===== config.mk =====
export PLATFORM = sky130hd
export DESIGN_NAME = length_prefixed_frame_parser_unit_flat
export DESIGN_NICKNAME = d
export VERILOG_FILES = /design/src/rtl/core/lpf_pkg.sv /design/src/rtl/core/lpf_if.sv /design/src/rtl/core/lpf_cfg_regs.sv /design/src/rtl/core/lpf_in_stage.sv /design/src/rtl/core/lpf_core.sv /design/src/rtl/core/length_prefixed_frame_parser_unit.sv /design/src/flat_wrapper.sv
export SDC_FILE = /design/constraint.sdc
export NUM_CORES = 1
export LEC_CHECK = 0
export BUFFER_PORTS_ARGS = -buffer_cell sky130_fd_sc_hd__buf_2
export CORE_MARGIN = 2
export CORE_UTILIZATION = 54
export CTS_CLUSTER_SIZE = 24
export DETAILED_ROUTE_END_ITERATION = 10
export GPL_TIMING_DRIVEN = 1
export PLACE_DENSITY = 0.76
export SETUP_SLACK_MARGIN = 0.2
export SLEW_MARGIN = 20
export SYNTH_ARGS = -nofsm -noshare
export SYNTH_HDL_FRONTEND = slang
export SYNTH_SLANG_ARGS = --single-unit

===== constraint.sdc =====
create_clock -name clk -period 7.6 [get_ports clk]
set_input_delay 1.14 -clock clk [delete_from_list [all_inputs] [get_ports clk]]
set_output_delay 1.14 -clock clk [all_outputs]
set_load 0.1 [all_outputs]

===== src/rtl/core/lpf_pkg.sv =====
`default_nettype none

package lpf_pkg;

    localparam int HEADER_BYTES = 16;
    localparam int HDR_CNT_W    = $clog2(HEADER_BYTES);
    localparam int WORD_W       = 32;
    localparam int BYTE_W       = 8;
    localparam int KIND_W       = 2;
    localparam int CFG_IDX_W    = 1;

    localparam logic [WORD_W-1:0] FRAME_MAGIC_RESET     = 32'd0;
    localparam logic [WORD_W-1:0] MAX_PAYLOAD_LEN_RESET = 32'd65536;

    typedef enum logic [1:0] {
        PH_HEADER  = 2'd0,
        PH_PAYLOAD = 2'd1,
        PH_HALTED  = 2'd2
    } phase_t;

    typedef enum logic [KIND_W-1:0] {
        KIND_DATA      = 2'd0,
        KIND_EMPTY     = 2'd1,
        KIND_BAD_MAGIC = 2'd2,
        KIND_TOO_LONG  = 2'd3
    } kind_t;

    typedef enum logic {
        OP_PUSH    = 1'b0,
        OP_DISCARD = 1'b1
    } op_t;

    typedef enum logic [CFG_IDX_W-1:0] {
        CFG_FRAME_MAGIC     = 1'b0,
        CFG_MAX_PAYLOAD_LEN = 1'b1
    } cfg_idx_t;

    typedef struct packed {
        op_t               op;
        logic [BYTE_W-1:0] data_byte;
    } item_t;

    typedef struct packed {
        logic [WORD_W-1:0] frame_magic;
        logic [WORD_W-1:0] max_payload_len;
    } cfg_t;

    typedef struct packed {
        kind_t             kind;
        logic [BYTE_W-1:0] payload_byte;
        logic [WORD_W-1:0] msg_type;
        logic [WORD_W-1:0] msg_id;
        logic [WORD_W-1:0] payload_length;
        logic              first_byte;
        logic              last;
    } result_t;

endpackage

`default_nettype wire


===== src/rtl/core/lpf_if.sv =====
`default_nettype none

interface lpf_in_if
    import lpf_pkg::*;
();
    logic              valid;
    logic              ready;
    logic              op;
    logic [BYTE_W-1:0] data_byte;

    modport source (output valid, output op, output data_byte, input ready);
    modport sink   (input valid, input op, input data_byte, output ready);
endinterface

interface lpf_out_if
    import lpf_pkg::*;
();
    logic              valid;
    logic              ready;
    logic [KIND_W-1:0] kind;
    logic [BYTE_W-1:0] payload_byte;
    logic [WORD_W-1:0] msg_type;
    logic [WORD_W-1:0] msg_id;
    logic [WORD_W-1:0] payload_length;
    logic              first_byte;
    logic              last;

    modport source (
        output valid, output kind, output payload_byte, output msg_type,
        output msg_id, output payload_length, output first_byte,
        output last, input ready
    );
    modport sink (
        input valid, input kind, input payload_byte, input msg_type,
        input msg_id, input payload_length, input first_byte,
        input last, output ready
    );
endinterface

interface lpf_cfg_if
    import lpf_pkg::*;
();
    logic                 valid;
    logic                 ready;
    logic [CFG_IDX_W-1:0] index;
    logic [WORD_W-1:0]    data;

    modport source (output valid, output index, output data, input ready);
    modport sink   (input valid, input index, input data, output ready);
endinterface

`default_nettype wire


===== src/rtl/core/lpf_cfg_regs.sv =====
`default_nettype none

module lpf_cfg_regs
    import lpf_pkg::*;
(
    input  wire logic  clk,
    input  wire logic  rst_n,
    lpf_cfg_if.sink    cfg,
    output cfg_t       cfg_out
);

    logic [WORD_W-1:0] frame_magic_reg;
    logic [WORD_W-1:0] max_len_reg;

    assign cfg.ready = 1'b1;

    always_ff @(posedge clk or negedge rst_n)
    begin
        if (!rst_n)
        begin
            frame_magic_reg <= FRAME_MAGIC_RESET;
            max_len_reg     <= MAX_PAYLOAD_LEN_RESET;
        end
        else if (cfg.valid)
        begin
            unique case (cfg_idx_t'(cfg.index))
                CFG_FRAME_MAGIC:     frame_magic_reg <= cfg.data;
                CFG_MAX_PAYLOAD_LEN: max_len_reg     <= cfg.data;
                default:             ;
            endcase
        end
    end

    assign cfg_out.frame_magic     = frame_magic_reg;
    assign cfg_out.max_payload_len = max_len_reg;

endmodule

`default_nettype wire


===== src/rtl/core/lpf_in_stage.sv =====
`default_nettype none

module lpf_in_stage
    import lpf_pkg::*;
(
    input  wire logic  clk,
    input  wire logic  rst_n,
    lpf_in_if.sink     rx,
    input  wire logic  advance,
    output logic       item_valid,
    output item_t      item
);

    logic  valid_reg;
    item_t item_reg;
    logic  take;

    assign rx.ready = !valid_reg || advance;
    assign take     = rx.valid && rx.ready;

    always_ff @(posedge clk or negedge rst_n)
    begin
        if (!rst_n)
        begin
            valid_reg <= 1'b0;
        end
        else if (take)
        begin
            valid_reg <= 1'b1;
        end
        else if (advance)
        begin
            valid_reg <= 1'b0;
        end
    end

    // payload register, no reset needed
    always_ff @(posedge clk)
    begin
        if (take)
        begin
            item_reg.op        <= op_t'(rx.op);
            item_reg.data_byte <= rx.data_byte;
        end
    end

    assign item_valid = valid_reg;
    assign item       = item_reg;

endmodule

`default_nettype wire


===== src/rtl/core/lpf_core.sv =====
`default_nettype none

module lpf_core
    import lpf_pkg::*;
(
    input  wire logic  clk,
    input  wire logic  rst_n,
    input  wire logic  item_valid,
    input  wire item_t item,
    input  wire cfg_t  cfg,
    output logic       advance,
    lpf_out_if.source  tx
);

    phase_t                phase_reg, phase_next;
    logic [HDR_CNT_W-1:0]  hdr_cnt_reg, hdr_cnt_next;
    logic [WORD_W-1:0]     magic_reg, magic_next;
    logic [WORD_W-1:0]     length_reg, length_next;
    logic [WORD_W-1:0]     type_reg, type_next;
    logic [WORD_W-1:0]     id_reg, id_next;
    logic [WORD_W-1:0]     left_reg, left_next;
    logic                  out_valid_reg;
    result_t               res_reg, res_next;
    logic                  res_emit;
    logic [4:0]            lane_sh;

    assign advance  = item_valid && (!out_valid_reg || tx.ready);
    assign lane_sh  = {hdr_cnt_reg[1:0], 3'b000};

    always_ff @(posedge clk or negedge rst_n)
    begin
        if (!rst_n)
        begin
            phase_reg   <= PH_HEADER;
            hdr_cnt_reg <= '0;
            magic_reg   <= '0;
            length_reg  <= '0;
            type_reg    <= '0;
            id_reg      <= '0;
            left_reg    <= '0;
        end
        else if (advance)
        begin
            phase_reg   <= phase_next;
            hdr_cnt_reg <= hdr_cnt_next;
            magic_reg   <= magic_next;
            length_reg  <= length_next;
            type_reg    <= type_next;
            id_reg      <= id_next;
            left_reg    <= left_next;
        end
    end

    always_comb
    begin
        phase_next   = phase_reg;
        hdr_cnt_next = hdr_cnt_reg;
        magic_next   = magic_reg;
        length_next  = length_reg;
        type_next    = type_reg;
        id_next      = id_reg;
        left_next    = left_reg;
        res_emit     = 1'b0;
        res_next.kind         = KIND_DATA;
        res_next.payload_byte = '0;
        res_next.first_byte   = 1'b1;
        res_next.last         = 1'b1;

        if (item.op == OP_DISCARD)
        begin
            phase_next   = PH_HEADER;
            hdr_cnt_next = '0;
            magic_next   = '0;
            length_next  = '0;
            type_next    = '0;
            id_next      = '0;
            left_next    = '0;
        end
        else
        begin
            unique case (phase_reg)
                PH_HALTED:
                begin
                    // bytes dropped until discard
                end
                PH_PAYLOAD:
                begin
                    res_emit              = 1'b1;
                    res_next.kind         = KIND_DATA;
                    res_next.payload_byte = item.data_byte;
                    res_next.first_byte   = (left_reg == length_reg);
                    res_next.last         = (left_reg <= 32'd1);
                    if (left_reg <= 32'd1)
                    begin
                        left_next    = '0;
                        phase_next   = PH_HEADER;
                        hdr_cnt_next = '0;
                    end
                    else
                    begin
                        left_next = left_reg - 32'd1;
                    end
                end
                default:
                begin
                    // header collection, also the unused phase code
                    phase_next = PH_HEADER;
                    case (hdr_cnt_reg[3:2])
                        2'd0:    magic_next[lane_sh +: BYTE_W]  = item.data_byte;
                        2'd1:    length_next[lane_sh +: BYTE_W] = item.data_byte;
                        2'd2:    type_next[lane_sh +: BYTE_W]   = item.data_byte;
                        default: id_next[lane_sh +: BYTE_W]     = item.data_byte;
                    endcase
                    hdr_cnt_next = hdr_cnt_reg + HDR_CNT_W'(1);
                    if (hdr_cnt_reg == HDR_CNT_W'(HEADER_BYTES - 1))
                    begin
                        // magic and length words are already complete here
                        hdr_cnt_next = '0;
                        if (magic_reg != cfg.frame_magic)
                        begin
                            res_emit      = 1'b1;
                            res_next.kind = KIND_BAD_MAGIC;
                            phase_next    = PH_HALTED;
                        end
                        else if (length_reg > cfg.max_payload_len)
                        begin
                            res_emit      = 1'b1;
                            res_next.kind = KIND_TOO_LONG;
                            phase_next    = PH_HALTED;
                        end
                        else if (length_reg == '0)
                        begin
                            res_emit      = 1'b1;
                            res_next.kind = KIND_EMPTY;
                        end
                        else
                        begin
                            left_next  = length_reg;
                            phase_next = PH_PAYLOAD;
                        end
                    end
                end
            endcase
        end

        res_next.msg_type       = type_next;
        res_next.msg_id         = id_next;
        res_next.payload_length = length_next;
    end

    always_ff @(posedge clk or negedge rst_n)
    begin
        if (!rst_n)
        begin
            out_valid_reg <= 1'b0;
        end
        else if (advance)
        begin
            out_valid_reg <= res_emit;
        end
        else if (tx.ready)
        begin
            out_valid_reg <= 1'b0;
        end
    end

    always_ff @(posedge clk)
    begin
        if (advance && res_emit)
        begin
            res_reg <= res_next;
        end
    end

    assign tx.valid          = out_valid_reg;
    assign tx.kind           = res_reg.kind;
    assign tx.payload_byte   = res_reg.payload_byte;
    assign tx.msg_type       = res_reg.msg_type;
    assign tx.msg_id         = res_reg.msg_id;
    assign tx.payload_length = res_reg.payload_length;
    assign tx.first_byte     = res_reg.first_byte;
    assign tx.last           = res_reg.last;

`ifndef SYNTHESIS
    a_payload_count: assert property (@(posedge clk) disable iff (!rst_n)
        phase_reg == PH_PAYLOAD |-> left_reg != '0 && left_reg <= length_reg)
        else $error("payload count out of range");

    a_discard_clears: assert property (@(posedge clk) disable iff (!rst_n)
        advance && item.op == OP_DISCARD |=> phase_reg == PH_HEADER && hdr_cnt_reg == '0)
        else $error("discard did not clear frame state");

    a_halt_silent: assert property (@(posedge clk) disable iff (!rst_n)
        advance && item.op == OP_PUSH && phase_reg == PH_HALTED |=> !out_valid_reg)
        else $error("result while halted");

    a_error_marks: assert property (@(posedge clk) disable iff (!rst_n)
        out_valid_reg && res_reg.kind != KIND_DATA |-> res_reg.first_byte && res_reg.last)
        else $error("non-data result not marked first and last");
`endif

endmodule

`default_nettype wire


===== src/rtl/core/length_prefixed_frame_parser_unit.sv =====
// length-prefixed frame parser
// rx carries one transaction per stream byte (op push) or a discard (op discard).
// each frame is a 16-byte little-endian header (magic, length, type, id)
// followed by length payload bytes; tx gives one transaction per payload byte,
// tagged with the header words and first/last marks.
// a zero length gives one empty-frame transaction; a bad magic or a length over
// max_payload_len gives one error transaction, after which pushed bytes are
// dropped until a discard arrives. header bytes and discards give no output.
// cfg writes frame_magic (index 0) and max_payload_len (index 1); write only
// while the block is idle. cfg is always ready.
// throughput: one rx transaction per cycle while tx does not stall, set by the
// single state-update stage between the input register and the output register.
// a pushed byte's result goes from rx through the input register and then the
// output register onto tx.
// when tx stalls, the output register holds its result and the input register
// takes one more byte, then rx.ready drops until tx drains.
// reset clears the handshake state, the header state and loads the register
// defaults (magic 0, max length 65536); no other warm-up is needed.
`default_nettype none

module length_prefixed_frame_parser_unit
    import lpf_pkg::*;
(
    input  wire logic  clk,
    input  wire logic  rst_n,
    lpf_in_if.sink     rx,
    lpf_out_if.source  tx,
    lpf_cfg_if.sink    cfg
);

    cfg_t  cfg_words;
    item_t item;
    logic  item_valid;
    logic  advance;

    lpf_cfg_regs u_cfg_regs (
        .clk     (clk),
        .rst_n   (rst_n),
        .cfg     (cfg),
        .cfg_out (cfg_words)
    );

    lpf_in_stage u_in_stage (
        .clk        (clk),
        .rst_n      (rst_n),
        .rx         (rx),
        .advance    (advance),
        .item_valid (item_valid),
        .item       (item)
    );

    lpf_core u_core (
        .clk        (clk),
        .rst_n      (rst_n),
        .item_valid (item_valid),
        .item       (item),
        .cfg        (cfg_words),
        .advance    (advance),
        .tx         (tx)
    );

endmodule

`default_nettype wire


===== src/flat_wrapper.sv =====
// flat-port wrapper written by rule: the top's interface ports become plain ports
module length_prefixed_frame_parser_unit_flat import lpf_pkg::*;
  (clk, rst_n, rx_valid, rx_op, rx_data_byte, rx_ready, tx_valid, tx_kind, tx_payload_byte, tx_msg_type, tx_msg_id, tx_payload_length, tx_first_byte, tx_last, tx_ready, cfg_valid, cfg_index, cfg_data, cfg_ready);
  lpf_in_if rx_i ();
  lpf_out_if tx_i ();
  lpf_cfg_if cfg_i ();
  input  wire logic clk;
  input  wire logic rst_n;
  input wire logic [$bits(rx_i.valid)-1:0] rx_valid;
  input wire logic [$bits(rx_i.op)-1:0] rx_op;
  input wire logic [$bits(rx_i.data_byte)-1:0] rx_data_byte;
  output wire logic [$bits(rx_i.ready)-1:0] rx_ready;
  output wire logic [$bits(tx_i.valid)-1:0] tx_valid;
  output wire logic [$bits(tx_i.kind)-1:0] tx_kind;
  output wire logic [$bits(tx_i.payload_byte)-1:0] tx_payload_byte;
  output wire logic [$bits(tx_i.msg_type)-1:0] tx_msg_type;
  output wire logic [$bits(tx_i.msg_id)-1:0] tx_msg_id;
  output wire logic [$bits(tx_i.payload_length)-1:0] tx_payload_length;
  output wire logic [$bits(tx_i.first_byte)-1:0] tx_first_byte;
  output wire logic [$bits(tx_i.last)-1:0] tx_last;
  input wire logic [$bits(tx_i.ready)-1:0] tx_ready;
  input wire logic [$bits(cfg_i.valid)-1:0] cfg_valid;
  input wire logic [$bits(cfg_i.index)-1:0] cfg_index;
  input wire logic [$bits(cfg_i.data)-1:0] cfg_data;
  output wire logic [$bits(cfg_i.ready)-1:0] cfg_ready;
  assign rx_i.valid = rx_valid;
  assign rx_i.op = rx_op;
  assign rx_i.data_byte = rx_data_byte;
  assign rx_ready = rx_i.ready;
  assign tx_valid = tx_i.valid;
  assign tx_kind = tx_i.kind;
  assign tx_payload_byte = tx_i.payload_byte;
  assign tx_msg_type = tx_i.msg_type;
  assign tx_msg_id = tx_i.msg_id;
  assign tx_payload_length = tx_i.payload_length;
  assign tx_first_byte = tx_i.first_byte;
  assign tx_last = tx_i.last;
  assign tx_i.ready = tx_ready;
  assign cfg_i.valid = cfg_valid;
  assign cfg_i.index = cfg_index;
  assign cfg_i.data = cfg_data;
  assign cfg_ready = cfg_i.ready;
  length_prefixed_frame_parser_unit u_core (.clk(clk), .rst_n(rst_n), .rx(rx_i), .tx(tx_i), .cfg(cfg_i));
endmodule

==> impl_metrics.csv <==
group,metric,value,unit
outcome,outcome,"finished, final reports clean",
grt,grt_pass1_wl,72.3,mm
placement,place.gp.congestion,0.919,
logic_synthesis,syn_inst,1523,
floorplanning,core,0.0307,sq mm
grt,grt_max_degree,83,
logic_synthesis,yosysTopAreaCellShare,34.1,%
setup_path,path_class,"register to register",
sta,finClkSkew,0.0140,ns
logic_synthesis,synth_edf_count,117,
clock_tree,ctsHoldBuffers,0,
grt,grt_pass1_vias,12600,
detailed_routing,via_count,12800,
grt,gr-total-overflow,0,
logic_synthesis,syn_area_per_cell,11.1,sq um
logic_synthesis,yosys_most_used_dff,"dfrtp_1",
setup_path,r2r_cells,9,
logic_synthesis,synth-seq-cells,349,
logic_synthesis,synthArstFlopShare,66.5,%
setup_path,end_kind,"register",
sta,finalHoldViolCount,0,
setup_path,cp.arrival,4.40,ns
min_path,holdCritStartpoint,"u_core.u_core.type_reg[10]",
detailed_routing,drtIter0Drc,1522,
sta,final.setup.worst_slack,3.34,ns
detailed_routing,remaining_drc_errors,0,
logic_synthesis,synth_nets,1610,
pwr,p_per_area,234,mW/mm^2
sta,drv_slew,0,
layout,most-common-layout-cells,"dfrtp_1, nand2_1, buf_2",
detailed_routing,firstDrtPassIters,5,
clock_tree,cts_buffers,37,
logic_synthesis,synth_warnings,0,
setup_path,crit_path_end,"u_core.u_core.tx.payload_length[14]",
clock_tree,cts_setup_buffers,0,
layout,n_antenna_cell,0,
pwr,leakage,7.85,nW
clock_tree,ctsResizeCount,0,
setup_path,required,7.74,ns
setup_path,reg2reg_from,"u_core.u_core.length_reg[27]",
clock_tree,cts_tree,"built",
setup_path,path_buf_inv,2,
logic_synthesis,ys_seq_area_share,55.0,%
pwr,p_total,4.48,mW
layout,drive_gt1_share,24.7,%
clock_tree,clk_latency,0.52,ns
setup_path,path_max_fanout,58,
pwr,peakVddDrop,0.000162,V
logic_synthesis,syn_area,0.0170,sq mm
min_path,holdCritPathClass,"register to register",
sta,finalCriticalPeriod,4.26,ns
detailed_routing,wl_per_cell,22.6,um
setup_path,slowest_stage,"a31oi_4",
layout,syn2layout_area_growth,13.0,%
layout,fin_cells,2056,
clock_tree,clkTransAtPathRegs,0.06,ns
sta,fin_crit_sh,56.1,%
layout,finalNetCount,1723,
grt,grtUsageTotal,28.4,%
layout,multi_input_area,0.00700,sq mm
setup_path,worstSetupStartpointType,"register",
clock_tree,root_buffer,"clkbuf_16",
logic_synthesis,ys_top_cells_by_area,"dfrtp_1, edfxtp_1, mux2_2",
sta,worstMarginPinSlew,1.03,ns
setup_path,r2r_end,"u_core.u_core.tx.payload_length[14]",
setup_path,crit_cells,9,
setup_path,path_delay_family,"buffers and inverters",
grt,antenna_found_initial,0,
setup_path,crit_path_frequent_cell,"buf_4",
placement,dp.cells,1992,
sta,max_freq,235,MHz
setup_path,worst-r2r-setup-slack,3.34,ns
logic_synthesis,ys_types,68,
layout,seq_area,0.00932,sq mm
detailed_routing,viasPerCell,6.25,
logic_synthesis,synth_area_leader_cell,"dfrtp_1",
floorplanning,dieArea,0.0328,sq mm
sta,final.setup.tns,0,ns
sta,rsz0062_at_grt,"no",
run,drv_cap,0,
setup_path,max_stage_delay,0.67,ns
floorplanning,die_h,181,um
sta,setup_viol,0,
clock_tree,clockBufferDepth,3,
floorplanning,die_x,181,um
placement,dp_slack,2.94,ns
setup_path,cp_cell_sequence,"ha_1 > nand4_1 > nor4_2 > nand2b_1 > a31oi_1 > a211oi_1 > a31oi_4 > buf_4 > buf_4",
clock_tree,htreeDepth,2,
placement,dpl.hpwl,31.5,mm
floorplanning,num_io_pins,158,
layout,final_common_cell,"dfrtp_1",
floorplanning,rows,64,
layout,post-route-util,62.3,%
clock_tree,clkSinkCount,349,
detailed_routing,wl,46.4,mm
setup_path,crit_start,"u_core.u_core.length_reg[27]",
sta,relSlewSlack,31.2,%
detailed_routing,ant_nets,0,
layout,nFillCells,2451,
floorplanning,start_util,55.1,%
placement,port_buffers,156,
[where the power goes]
group          total, mW  internal [mW]  leakage (nW)  switching [mW]
Sequential          2.15           2.03          4.04           0.120
Combinational      0.562          0.210          3.24           0.352
Clock               1.77           1.05         0.564           0.722
Total               4.48           3.29          7.85            1.20
[kinds of logic (layout without fill, tap and decap cells)]
group / Yosys count / in the layout / synth area share (%)
other cells: 1 / 1 / 0.0221
simple gates: 458 / 458 / 12.9
fa+ha+maj: 40 / 40 / 2.95
compound gates: 310 / 310 / 12.5
xor+xnor: 65 / 65 / 3.36
mux: 138 / 138 / 9.16
buf+inv: 162 / 299 / 4.12
flops: 349 / 349 / 55.0
[cells in the mapped netlist, drive strengths merged (6+ instances only)]
cell type	number
nor2	87
nand2	174
inv	64
nor3	18
a21oi	132
buf	29
nand3	82
nor4	26
a22oi	9
o221ai	26
ha	40
nand2b	6
xnor2	33
a32o	16
o31ai	26
mux2	138
nor2b	6
dfrtp	231
a22o	8
clkbuf	69
a32oi	15
edfxtp	117
a31oi	6
or2	8
xor2	32
o21ai	53
nand4	22
and2	14
[worst min-delay path by stage]
stage                                      end  slack (ns)  cells past startpoint
floorplan             u_core.u_core.id_reg[10]        0.45                      2
global placement      u_core.u_core.id_reg[12]        0.46                      2
detailed placement  u_core.u_core.type_reg[10]        0.47                      2
CTS                 u_core.u_core.type_reg[10]        0.48                      2
global route          u_core.u_core.id_reg[14]        0.50                      2
finish              u_core.u_core.type_reg[10]        0.48                      2
[routing by layer]
metal	share of wire [%]	GRT usage, %	vias to the layer above
met5	0	0	-
met4	3.8	10.7	0
met3	8.8	4.58	112
met2	46	44.4	676
met1	41	40.1	6322
li1	-	-	5731
[cell type report]
class	count	share of cell area [%]
Sequential cell	349	48.6
Multi-Input combinational cell	1012	36.5
Clock buffer	52	5.39
Timing Repair Buffer	172	4.84
Tap cell	396	2.59
Inverter	64	1.29
Clock inverter	11	0.718
[through the flow]
step	hold slack, ns	instance area, sq um
6_report	0.477	19200
5_1_grt	0.499	19200
4_1_cts	0.479	19100
3_5_place_dp	0.467	18000
3_3_place_gp	0.459	17900
2_1_floorplan	0.449	17000
[worst register-to-register path, stage by stage (launching register included)]
cell	delay [ns]
dfrtp_1	0.47
ha_1	0.36
nand4_1	0.19
nor4_2	0.38
nand2b_1	0.09
a31oi_1	0.29
a211oi_1	0.18
a31oi_4	0.68
buf_4	0.54
buf_4	0.67
Note: power is estimated with default switching activity, not from simulation.
